<file path="src/rtl/core/aadt_pkg.sv">
// Shared types and constants for the adaptive delayed-ACK timer table.
// No dependencies; used by aadt_ctrl, aadt_dp and the top level.
package aadt_pkg;

    localparam int TYPE_W     = 4;
    localparam int SID_W      = 5;
    localparam int PAY_W      = 48;
    localparam int CNT_W      = 4;
    localparam int CFG_IDX_W  = 3;
    localparam int CFG_DATA_W = 12;
    localparam int CAP_COUNT  = 7;

    // Register indexes on the configuration port
    localparam logic [CFG_IDX_W-1:0] REG_ACK_TYPE  = 3'd0;
    localparam logic [CFG_IDX_W-1:0] REG_DELAY_64  = 3'd1;
    localparam logic [CFG_IDX_W-1:0] REG_DELAY_32  = 3'd2;
    localparam logic [CFG_IDX_W-1:0] REG_DELAY_16  = 3'd3;
    localparam logic [CFG_IDX_W-1:0] REG_DELAY_8   = 3'd4;
    localparam logic [CFG_IDX_W-1:0] REG_DELAY_4   = 3'd5;
    localparam logic [CFG_IDX_W-1:0] REG_DELAY_2   = 3'd6;
    localparam logic [CFG_IDX_W-1:0] REG_DELAY_1   = 3'd7;

    localparam logic [TYPE_W-1:0] ACK_TYPE_RESET = 4'd0;

    typedef logic [CFG_DATA_W-1:0] delay_cfg_t;
    typedef delay_cfg_t [CAP_COUNT-1:0] delay_cfg_array_t;

    localparam delay_cfg_array_t DELAY_RESET = '{
        12'd5, 12'd10, 12'd20, 12'd40, 12'd79, 12'd157, 12'd313
    };

    // Ack count codes
    localparam logic [CNT_W-1:0] CNT_IDLE  = 4'd0;
    localparam logic [CNT_W-1:0] CNT_FIRST = 4'd1;
    localparam logic [CNT_W-1:0] CNT_CAPS  = 4'd6;
    localparam logic [CNT_W-1:0] CNT_LAST  = 4'd7;
    localparam logic [CNT_W-1:0] CNT_DONE  = 4'd8;

    // Item command codes
    localparam logic CMD_EVENT = 1'b0;
    localparam logic CMD_TICK  = 1'b1;

    typedef struct packed {
        logic clr_wr;   // write zero at the sweep pointer and advance it
        logic accept;   // take the input item and launch the table read
        logic exec;     // update the entry and load the result register
    } aadt_cmd_t;

    typedef struct packed {
        logic ptr_last; // sweep pointer sits on the last entry
        logic out_free; // result register can take a new item
    } aadt_sts_t;

endpackage

</file>
<file path="src/rtl/core/aadt_ram.sv">
// Generic single write port, single read port RAM with registered read.
// No dependencies.
module aadt_ram #(
    parameter int WIDTH = 16,
    parameter int DEPTH = 32
) (
    input  logic                     aclk,
    input  logic                     wr_en,
    input  logic [$clog2(DEPTH)-1:0] wr_addr,
    input  logic [WIDTH-1:0]         wr_data,
    input  logic                     rd_en,
    input  logic [$clog2(DEPTH)-1:0] rd_addr,
    output logic [WIDTH-1:0]         rd_data
);

    logic [WIDTH-1:0] mem [DEPTH];
    logic [WIDTH-1:0] rd_data_reg;

    always_ff @(posedge aclk) begin
        if (wr_en) begin
            mem[wr_addr] <= wr_data;
        end
        if (rd_en) begin
            rd_data_reg <= mem[rd_addr];
        end
    end

    assign rd_data = rd_data_reg;

endmodule

</file>
<file path="src/rtl/core/aadt_ctrl.sv">
// Sequencer for the delayed-ACK timer table: clear pass, accept, execute.
// Depends on aadt_pkg.
module aadt_ctrl (
    input  logic               aclk,
    input  logic               aresetn,
    input  logic               s_valid,
    output logic               s_ready,
    input  aadt_pkg::aadt_sts_t sts,
    output aadt_pkg::aadt_cmd_t cmd
);

    localparam logic [1:0] ST_CLEAR = 2'd0;
    localparam logic [1:0] ST_IDLE  = 2'd1;
    localparam logic [1:0] ST_EXEC  = 2'd2;

    logic [1:0] state_reg;
    logic [1:0] state_next;

    always_comb begin
        state_next = state_reg;
        unique case (state_reg)
            ST_CLEAR: begin
                if (sts.ptr_last) begin
                    state_next = ST_IDLE;
                end
            end
            ST_IDLE: begin
                if (s_valid) begin
                    state_next = ST_EXEC;
                end
            end
            ST_EXEC: begin
                if (sts.out_free) begin
                    state_next = ST_IDLE;
                end
            end
            default: begin
                state_next = ST_CLEAR;
            end
        endcase
    end

    always_ff @(posedge aclk) begin
        if (!aresetn) begin
            state_reg <= ST_CLEAR;
        end else begin
            state_reg <= state_next;
        end
    end

    assign s_ready    = (state_reg == ST_IDLE);
    assign cmd.clr_wr = (state_reg == ST_CLEAR);
    assign cmd.accept = (state_reg == ST_IDLE) && s_valid;
    assign cmd.exec   = (state_reg == ST_EXEC) && sts.out_free;

    a_accept_to_exec: assert property (@(posedge aclk) disable iff (!aresetn)
        cmd.accept |=> (state_reg == ST_EXEC))
        else $error("accepted item did not move to execute");

    a_exec_needs_room: assert property (@(posedge aclk) disable iff (!aresetn)
        cmd.exec |-> sts.out_free)
        else $error("execute issued while result register is occupied");

    a_clear_blocks_input: assert property (@(posedge aclk) disable iff (!aresetn)
        cmd.clr_wr |-> !cmd.accept && !cmd.exec)
        else $error("item work overlapped the clear pass");

endmodule

</file>
<file path="src/rtl/core/aadt_dp.sv">
// Datapath for the delayed-ACK timer table: config registers, entry RAM,
// sweep pointer, entry update and result register. Depends on aadt_pkg, aadt_ram.
module aadt_dp #(
    parameter int SESSIONS   = 32,
    parameter int DELAY_BITS = 12
) (
    input  logic                               aclk,
    input  logic                               aresetn,
    input  logic                               cfg_wr_en,
    input  logic [aadt_pkg::CFG_IDX_W-1:0]     cfg_index,
    input  logic [aadt_pkg::CFG_DATA_W-1:0]    cfg_data,
    input  logic                               s_cmd,
    input  logic [aadt_pkg::TYPE_W-1:0]        s_event_type,
    input  logic [aadt_pkg::SID_W-1:0]         s_session_id,
    input  logic [aadt_pkg::PAY_W-1:0]         s_event_payload,
    input  logic                               s_tx_full,
    output logic                               m_valid,
    input  logic                               m_ready,
    output logic                               m_rx_sig,
    output logic                               m_tx_valid,
    output logic [aadt_pkg::TYPE_W-1:0]        m_tx_type,
    output logic [aadt_pkg::SID_W-1:0]         m_tx_session,
    output logic [aadt_pkg::PAY_W-1:0]         m_tx_payload,
    input  aadt_pkg::aadt_cmd_t                cmd,
    output aadt_pkg::aadt_sts_t                sts
);

    localparam int AW     = $clog2(SESSIONS);
    localparam int WORD_W = DELAY_BITS + aadt_pkg::CNT_W;
    localparam logic [AW-1:0] PTR_LAST = AW'(SESSIONS - 1);
    localparam logic [DELAY_BITS-1:0] DELAY_ONE = DELAY_BITS'(1);

    // Configuration
    logic [aadt_pkg::TYPE_W-1:0] ack_code_reg;
    aadt_pkg::delay_cfg_array_t  delay_cfg_reg;

    always_ff @(posedge aclk) begin
        if (!aresetn) begin
            ack_code_reg  <= aadt_pkg::ACK_TYPE_RESET;
            delay_cfg_reg <= aadt_pkg::DELAY_RESET;
        end else if (cfg_wr_en) begin
            unique case (cfg_index)
                aadt_pkg::REG_ACK_TYPE: begin
                    ack_code_reg <= cfg_data[aadt_pkg::TYPE_W-1:0];
                end
                default: begin
                    delay_cfg_reg[3'(cfg_index - aadt_pkg::REG_DELAY_64)] <= cfg_data;
                end
            endcase
        end
    end

    // Sweep pointer, also the address counter of the clear pass
    logic [AW-1:0] ptr_reg;
    logic          ptr_adv;

    assign ptr_adv = cmd.clr_wr || (cmd.accept && (s_cmd == aadt_pkg::CMD_TICK));

    always_ff @(posedge aclk) begin
        if (!aresetn) begin
            ptr_reg <= '0;
        end else if (ptr_adv) begin
            ptr_reg <= (ptr_reg == PTR_LAST) ? '0 : AW'(ptr_reg + 1'b1);
        end
    end

    // Session id mapped onto the table address range
    logic [AW+aadt_pkg::SID_W-1:0] sid_ext;
    logic [AW-1:0]                 sid_addr;
    logic                          sid_in_table;

    assign sid_ext      = {{AW{1'b0}}, s_session_id};
    assign sid_addr     = sid_ext[AW-1:0];
    assign sid_in_table = (32'(s_session_id) < 32'(SESSIONS));

    // Latched item
    logic                        item_cmd_reg;
    logic [aadt_pkg::TYPE_W-1:0] item_type_reg;
    logic [aadt_pkg::SID_W-1:0]  item_sid_reg;
    logic [aadt_pkg::PAY_W-1:0]  item_pay_reg;
    logic                        item_full_reg;
    logic                        item_in_table_reg;
    logic [AW-1:0]               item_addr_reg;

    always_ff @(posedge aclk) begin
        if (cmd.accept) begin
            item_cmd_reg      <= s_cmd;
            item_type_reg     <= s_event_type;
            item_sid_reg      <= s_session_id;
            item_pay_reg      <= s_event_payload;
            item_full_reg     <= s_tx_full;
            item_in_table_reg <= sid_in_table;
            item_addr_reg     <= (s_cmd == aadt_pkg::CMD_TICK) ? ptr_reg : sid_addr;
        end
    end

    // Entry store: {delay, ack count}
    logic              ram_wr_en;
    logic [AW-1:0]     ram_wr_addr;
    logic [WORD_W-1:0] ram_wr_data;
    logic [AW-1:0]     ram_rd_addr;
    logic [WORD_W-1:0] ram_rd_data;

    assign ram_rd_addr = (s_cmd == aadt_pkg::CMD_TICK) ? ptr_reg : sid_addr;

    aadt_ram #(
        .WIDTH (WORD_W),
        .DEPTH (SESSIONS)
    ) u_ram (
        .aclk    (aclk),
        .wr_en   (ram_wr_en),
        .wr_addr (ram_wr_addr),
        .wr_data (ram_wr_data),
        .rd_en   (cmd.accept),
        .rd_addr (ram_rd_addr),
        .rd_data (ram_rd_data)
    );

    // Entry update
    logic [DELAY_BITS-1:0]          cur_delay;
    logic [aadt_pkg::CNT_W-1:0]     cur_cnt;
    logic [DELAY_BITS+11:0]         init_ext;
    logic [DELAY_BITS+11:0]         cap_ext;
    logic [DELAY_BITS-1:0]          init_delay;
    logic [DELAY_BITS-1:0]          cap_delay;
    logic [DELAY_BITS-1:0]          new_delay;
    logic [aadt_pkg::CNT_W-1:0]     new_cnt;
    logic                           upd_en;
    logic                           is_ack;
    logic                           r_rx;
    logic                           r_tx;
    logic [aadt_pkg::TYPE_W-1:0]    r_type;
    logic [aadt_pkg::SID_W-1:0]     r_sid;
    logic [aadt_pkg::PAY_W-1:0]     r_pay;
    logic [AW+aadt_pkg::SID_W-1:0]  tick_sid_ext;

    assign cur_delay    = ram_rd_data[WORD_W-1:aadt_pkg::CNT_W];
    assign cur_cnt      = ram_rd_data[aadt_pkg::CNT_W-1:0];
    assign init_ext     = {{DELAY_BITS{1'b0}}, delay_cfg_reg[0]};
    assign cap_ext      = {{DELAY_BITS{1'b0}}, delay_cfg_reg[cur_cnt[2:0]]};
    assign init_delay   = init_ext[DELAY_BITS-1:0];
    assign cap_delay    = cap_ext[DELAY_BITS-1:0];
    assign is_ack       = (item_type_reg == ack_code_reg);
    assign tick_sid_ext = {{aadt_pkg::SID_W{1'b0}}, item_addr_reg};

    always_comb begin
        new_delay = cur_delay;
        new_cnt   = cur_cnt;
        upd_en    = 1'b0;
        r_rx      = 1'b0;
        r_tx      = 1'b0;
        r_type    = '0;
        r_sid     = '0;
        r_pay     = '0;
        if (item_cmd_reg == aadt_pkg::CMD_EVENT) begin
            r_rx   = 1'b1;
            upd_en = item_in_table_reg;
            if (is_ack) begin
                if (cur_delay == '0) begin
                    new_delay = init_delay;
                    new_cnt   = aadt_pkg::CNT_FIRST;
                end else if (cur_cnt >= aadt_pkg::CNT_FIRST && cur_cnt <= aadt_pkg::CNT_CAPS) begin
                    if (cur_delay > cap_delay) begin
                        new_delay = cap_delay;
                    end
                    new_cnt = aadt_pkg::CNT_W'(cur_cnt + 1'b1);
                end else if (cur_cnt == aadt_pkg::CNT_LAST) begin
                    new_delay = DELAY_ONE;
                    new_cnt   = aadt_pkg::CNT_DONE;
                end
            end else begin
                // Non-ACK: clear the entry and forward regardless of back-pressure
                new_delay = '0;
                new_cnt   = aadt_pkg::CNT_IDLE;
                r_tx      = 1'b1;
                r_type    = item_type_reg;
                r_sid     = item_sid_reg;
                r_pay     = item_pay_reg;
            end
        end else begin
            if (cur_delay != '0 && !item_full_reg) begin
                upd_en    = 1'b1;
                new_delay = DELAY_BITS'(cur_delay - 1'b1);
                if (cur_delay == DELAY_ONE) begin
                    r_tx   = 1'b1;
                    r_type = ack_code_reg;
                    r_sid  = tick_sid_ext[aadt_pkg::SID_W-1:0];
                end
            end
        end
    end

    assign ram_wr_en   = cmd.clr_wr || (cmd.exec && upd_en);
    assign ram_wr_addr = cmd.clr_wr ? ptr_reg : item_addr_reg;
    assign ram_wr_data = cmd.clr_wr ? '0 : {new_delay, new_cnt};

    // Result register
    logic                        m_valid_reg;
    logic                        m_rx_reg;
    logic                        m_tx_reg;
    logic [aadt_pkg::TYPE_W-1:0] m_type_reg;
    logic [aadt_pkg::SID_W-1:0]  m_sid_reg;
    logic [aadt_pkg::PAY_W-1:0]  m_pay_reg;

    always_ff @(posedge aclk) begin
        if (!aresetn) begin
            m_valid_reg <= 1'b0;
        end else if (cmd.exec) begin
            m_valid_reg <= 1'b1;
        end else if (m_ready) begin
            m_valid_reg <= 1'b0;
        end
    end

    always_ff @(posedge aclk) begin
        if (cmd.exec) begin
            m_rx_reg   <= r_rx;
            m_tx_reg   <= r_tx;
            m_type_reg <= r_type;
            m_sid_reg  <= r_sid;
            m_pay_reg  <= r_pay;
        end
    end

    assign m_valid      = m_valid_reg;
    assign m_rx_sig     = m_rx_reg;
    assign m_tx_valid   = m_tx_reg;
    assign m_tx_type    = m_type_reg;
    assign m_tx_session = m_sid_reg;
    assign m_tx_payload = m_pay_reg;

    assign sts.ptr_last = (ptr_reg == PTR_LAST);
    assign sts.out_free = !m_valid_reg || m_ready;

    a_ptr_in_range: assert property (@(posedge aclk) disable iff (!aresetn)
        32'(ptr_reg) < 32'(SESSIONS))
        else $error("sweep pointer out of range");

    a_count_bounded: assert property (@(posedge aclk) disable iff (!aresetn)
        ram_wr_en |-> ram_wr_data[aadt_pkg::CNT_W-1:0] <= aadt_pkg::CNT_DONE)
        else $error("ack count written above its final value");

    a_quiet_fields: assert property (@(posedge aclk) disable iff (!aresetn)
        (m_valid && !m_tx_valid) |->
            (m_tx_type == '0) && (m_tx_session == '0) && (m_tx_payload == '0))
        else $error("result fields not zero without a transmit");

endmodule

</file>
<file path="src/rtl/core/adaptive_ack_delay_table_unit.sv">
// Top level of the adaptive delayed-ACK timer table.
// Depends on aadt_pkg, aadt_ctrl, aadt_dp (which holds aadt_ram).
//
//  port group | direction | transfer condition
//  s_*        | in        | s_valid && s_ready
//  m_*        | out       | m_valid && m_ready
//  cfg_*      | in        | cfg_wr_en
//
// Each item first reads its table entry from the RAM's registered read port,
// then updates the entry and loads the result register.
// The result register lets the next item start while the last result waits.
// After reset a clear pass writes zero to every entry, with
// s_ready low. A stalled m_ready holds the item in its update cycle.
module adaptive_ack_delay_table_unit #(
    parameter int SESSIONS   = 32,
    parameter int DELAY_BITS = 12
) (
    input  logic                            aclk,
    input  logic                            aresetn,
    input  logic                            cfg_wr_en,
    input  logic [aadt_pkg::CFG_IDX_W-1:0]  cfg_index,
    input  logic [aadt_pkg::CFG_DATA_W-1:0] cfg_data,
    input  logic                            s_valid,
    output logic                            s_ready,
    input  logic                            s_cmd,
    input  logic [aadt_pkg::TYPE_W-1:0]     s_event_type,
    input  logic [aadt_pkg::SID_W-1:0]      s_session_id,
    input  logic [aadt_pkg::PAY_W-1:0]      s_event_payload,
    input  logic                            s_tx_full,
    output logic                            m_valid,
    input  logic                            m_ready,
    output logic                            m_rx_sig,
    output logic                            m_tx_valid,
    output logic [aadt_pkg::TYPE_W-1:0]     m_tx_type,
    output logic [aadt_pkg::SID_W-1:0]      m_tx_session,
    output logic [aadt_pkg::PAY_W-1:0]      m_tx_payload
);

    aadt_pkg::aadt_cmd_t cmd;
    aadt_pkg::aadt_sts_t sts;

    aadt_ctrl u_ctrl (
        .aclk    (aclk),
        .aresetn (aresetn),
        .s_valid (s_valid),
        .s_ready (s_ready),
        .sts     (sts),
        .cmd     (cmd)
    );

    aadt_dp #(
        .SESSIONS   (SESSIONS),
        .DELAY_BITS (DELAY_BITS)
    ) u_dp (
        .aclk            (aclk),
        .aresetn         (aresetn),
        .cfg_wr_en       (cfg_wr_en),
        .cfg_index       (cfg_index),
        .cfg_data        (cfg_data),
        .s_cmd           (s_cmd),
        .s_event_type    (s_event_type),
        .s_session_id    (s_session_id),
        .s_event_payload (s_event_payload),
        .s_tx_full       (s_tx_full),
        .m_valid         (m_valid),
        .m_ready         (m_ready),
        .m_rx_sig        (m_rx_sig),
        .m_tx_valid      (m_tx_valid),
        .m_tx_type       (m_tx_type),
        .m_tx_session    (m_tx_session),
        .m_tx_payload    (m_tx_payload),
        .cmd             (cmd),
        .sts             (sts)
    );

endmodule

</file>
<file path="config.mk">
export PLATFORM = sky130hd
export DESIGN_NAME = adaptive_ack_delay_table_unit
export DESIGN_NICKNAME = d
export VERILOG_FILES = /design/src/rtl/core/aadt_pkg.sv /design/src/rtl/core/aadt_ram.sv /design/src/rtl/core/aadt_ctrl.sv /design/src/rtl/core/aadt_dp.sv /design/src/rtl/core/adaptive_ack_delay_table_unit.sv
export SDC_FILE = /design/constraint.sdc
export NUM_CORES = 1
export LEC_CHECK = 0
export ABC_CLOCK_PERIOD_IN_PS = 6900
export BUFFER_PORTS_ARGS = -buffer_cell sky130_fd_sc_hd__buf_2
export CAP_MARGIN = 15
export CORE_MARGIN = 2
export CORE_UTILIZATION = 50
export CTS_CLUSTER_SIZE = 30
export DETAILED_ROUTE_END_ITERATION = 8
export PLACE_DENSITY = 0.64
export SKIP_CTS_REPAIR_TIMING = 1
export SYNTH_ARGS = -nofsm -noshare
export SYNTH_HDL_FRONTEND = slang
export SYNTH_SLANG_ARGS = --single-unit
</file>
<file path="constraint.sdc">
create_clock -name aclk -period 6.9 [get_ports aclk]
set_input_delay 1.38 -clock aclk [delete_from_list [all_inputs] [get_ports aclk]]
set_output_delay 1.38 -clock aclk [all_outputs]
set_load 0.02 [all_outputs]
</file>
==> impl_metrics.csv <==
group,metric,value,unit
floorplan,die_w,253.3,um
synth,synth_area_leaders,"edfxtp_1 (63%), mux2i_1 (6.9%), nand2_1 (6.3%)",
worst_setup_path,crit_family,"compound AO/OA/AOI/OAI gates",
floorplan,dieArea,64170,sq um
flow_run,cap_viol_max_count,0,
clock_network,clockBufferDepth,3,
timing,setup_tns,0,ps
global_routing,grt_pass1_vias,18980,
floorplan,die_h,253.3,um
cells_and_area,drive_gt1_share,14.16,%
power,p_leak,13.02,nW
power,irDropWorstVdd,0.2188,mV
timing,fin_crit,5248,ps
worst_setup_path,worstSetupPathType,"register to register",
synth,ys.flop_type,"edfxtp_1",
detailed_routing,firstDrtPassIters,5,
detailed_routing,detail_route.wl_per_cell,22.55,um
detailed_routing,viasPerCell,5.755,
placement,place.gp.congestion,0.8423,
timing,fin_worst_skew,28.38,ps
synth,syn_inst,2363,
power,power,9.487,mW
worst_setup_path,crit_top_cell,"o21ai_0",
worst_setup_path,path_cells,"nor2b_1 > a21oi_1 > o21ai_0 > o21ai_0 > ha_1 > a21oi_1 > o21ai_0 > or2_2 > o21ai_2 > mux2i_1 > a221o_1",
synth,async_reset_ff_share,0,%
floorplan,core,61600,sq um
clock_network,numCtsBuffers,78,
clock_network,cts-htree-levels,3,
global_routing,grt_usage,23.90,%
synth,synth_warnings,0,
clock_network,cts.sinks,747,
cells_and_area,fin_nets,2607,
synth,ys_ff_latch,747,
placement,place_hpwl,46330,um
global_routing,grt_max_degree,162,
cells_and_area,final_cell_mix,"edfxtp_1 (651), nand2_1 (518), mux2i_1 (211), nand3_1 (181), buf_2 (139)",
cells_and_area,syn_to_final_growth,13.51,%
cells_and_area,utilization,57.27,%
cells_and_area,n_fill_cell,4941,
detailed_routing,ant_nets,0,
detailed_routing,drcViolationCount,0,
detailed_routing,finalWirelength,76680,um
placement,io_buffers,139,
timing,max_slew.worst_pin.slew,1211,ps
cells_and_area,diodes,0,
worst_setup_path,crit_fanout,32,
floorplan,ios,140,
clock_network,clockRootBuffer,"clkbuf_16",
cells_and_area,largest_reg_flops,512,
worst_setup_path,start_kind,"register",
floorplan,start_util,50.46,%
global_routing,antenna_found_initial,0,
worst_hold_path,min_path_type,"register to register",
synth,ys_seq_area_share,69.08,%
synth,synth_edf_count,651,
worst_setup_path,cp_num_buf_inv,0,
worst_setup_path,slowest_stage,"a221o_1",
cells_and_area,layout_commonest_cell,"edfxtp_1",
timing,finalSetupViolations,0,
synth,avgSynthCellArea,13.15,sq um
detailed_routing,num_vias,19570,
worst_setup_path,end_kind,"register",
outcome,status,"completed",
synth,ys_types,69,
timing,finalHoldViolCount,0,
cells_and_area,seq_area,21470,sq um
timing,slew_viol_final,0,
clock_network,clk_pin_slew_worst_paths,60,ps
worst_setup_path,worstPathArrival,5490,ps
timing,fin_crit_sh,76.06,%
detailed_routing,drt-initial-drc-count,1854,
floorplan,row_count,91,
synth,yosysTopAreaCellShare,62.90,%
timing,rsz0062_at_grt,"no",
synth,synth_area,31080,sq um
worst_setup_path,cp_slowest_stage_delay,970,ps
global_routing,grt_overflow,0,
timing,fmax,0.1905,GHz
power,power_density,268.9,nW/um^2
global_routing,grt_pass1_wl,115600,um
synth,synth_fp_nets,2464,
clock_network,tritoncts,"done",
clock_network,clk_latency,630,ps
synth,synth_top_area_cell,"edfxtp_1",
timing,maxSlewHeadroom,19.27,%
cells_and_area,multi_input_area,8957,sq um
worst_setup_path,cp_data_required_time,7140,ps
cells by family after synthesis:
logic type | count (synthesis) | share of synthesized area, %
adders and majority gates | 22 | 0.8857
AOI/OAI and AO/OA | 240 | 6.067
buffers and inverters | 163 | 2.500
muxes | 218 | 7.085
DFF | 747 | 69.08
xor gates and xnor gates | 9 | 0.2536
and+or+nand+nor | 964 | 14.13
per-layer routing:
layer  global-route usage [%]  wire [um]  part of all wire, %  vias to the layer above
met5                        0          0                    0                        -
met4                    7.811       2122                  2.8                        0
met3                    3.721       5710                  7.4                      129
met2                    37.78      35480                   46                      774
met1                    33.99      33360                   44                     9686
li1                         -          -                    -                     8984
synth_stat cells, types with 5 or more instances:
master and n:
buf_4 9, or3_1 8, a221oi_1 9, o21ai_0 26, nand3b_1 6, ha_1 22, a21oi_1 32, a31oi_1 37
inv_1 14, a22oi_1 12, buf_2 59, xnor2_1 5, a22o_1 9, a311oi_1 32, edfxtp_1 651, nand4_1 6
and3_1 36, nand2_1 518, clkbuf_1 70, nand3_1 181, a32o_1 17, nor3_1 16, nor2_1 66, and2_1 52
a21boi_0 23, a221oi_2 9, dfxtp_1 96, nor2b_1 54, buf_6 6, mux2i_1 213
tightest hold or removal path, delay by kind of cell (launching register included):
kind / cells / cell delay [ps]
compound gates: 1 / 60
flops: 1 / 310
simple gates: 1 / 50
worst paths after layout:
| kind | start | end | slack (ps) | cells after the start |
|---|---|---|---|---|
| max | u_dp.u_ram.rd_data[2] | u_dp.u_ram.mem[26][6] | 1650 | 11 |
| min | u_dp.delay_cfg_reg[18] | u_dp.delay_cfg_reg[18] | 470 | 2 |
| max reg2reg | u_dp.u_ram.rd_data[2] | u_dp.u_ram.mem[26][6] | 1650 | 11 |
| min reg2reg | u_dp.delay_cfg_reg[18] | u_dp.delay_cfg_reg[18] | 470 | 2 |
where the power goes:
group | internal (mW) | switching (mW)
clock | 2.28 | 1.70
combinational | 0.197 | 0.376
sequential | 4.90 | 0.0225
area by class of cell:
cell class,count,area share [%]
Clock inverter,34,0.6632
Inverter,17,0.2057
Multi-Input combinational cell,1453,25.39
Timing Repair Buffer,209,3.745
Sequential cell,747,60.86
Clock buffer,104,6.164
Tap cell,837,2.969
through the flow:
stage / area [sq um] / hold slack, ps / setup slack, ps / instances
after floorplan: 31080 / 440.1 / 1099 / 2363
after global placement: 32800 / 459.7 / 1873 / 3260
after detailed placement: 32800 / 464.0 / 1773 / 3260
after CTS: 35210 / 476.2 / 1753 / 3398
after global routing: 35280 / 489.5 / 1283 / 3401
final: 35280 / 471.8 / 1652 / 3401
Note: power is estimated with default switching activity, not from simulation.
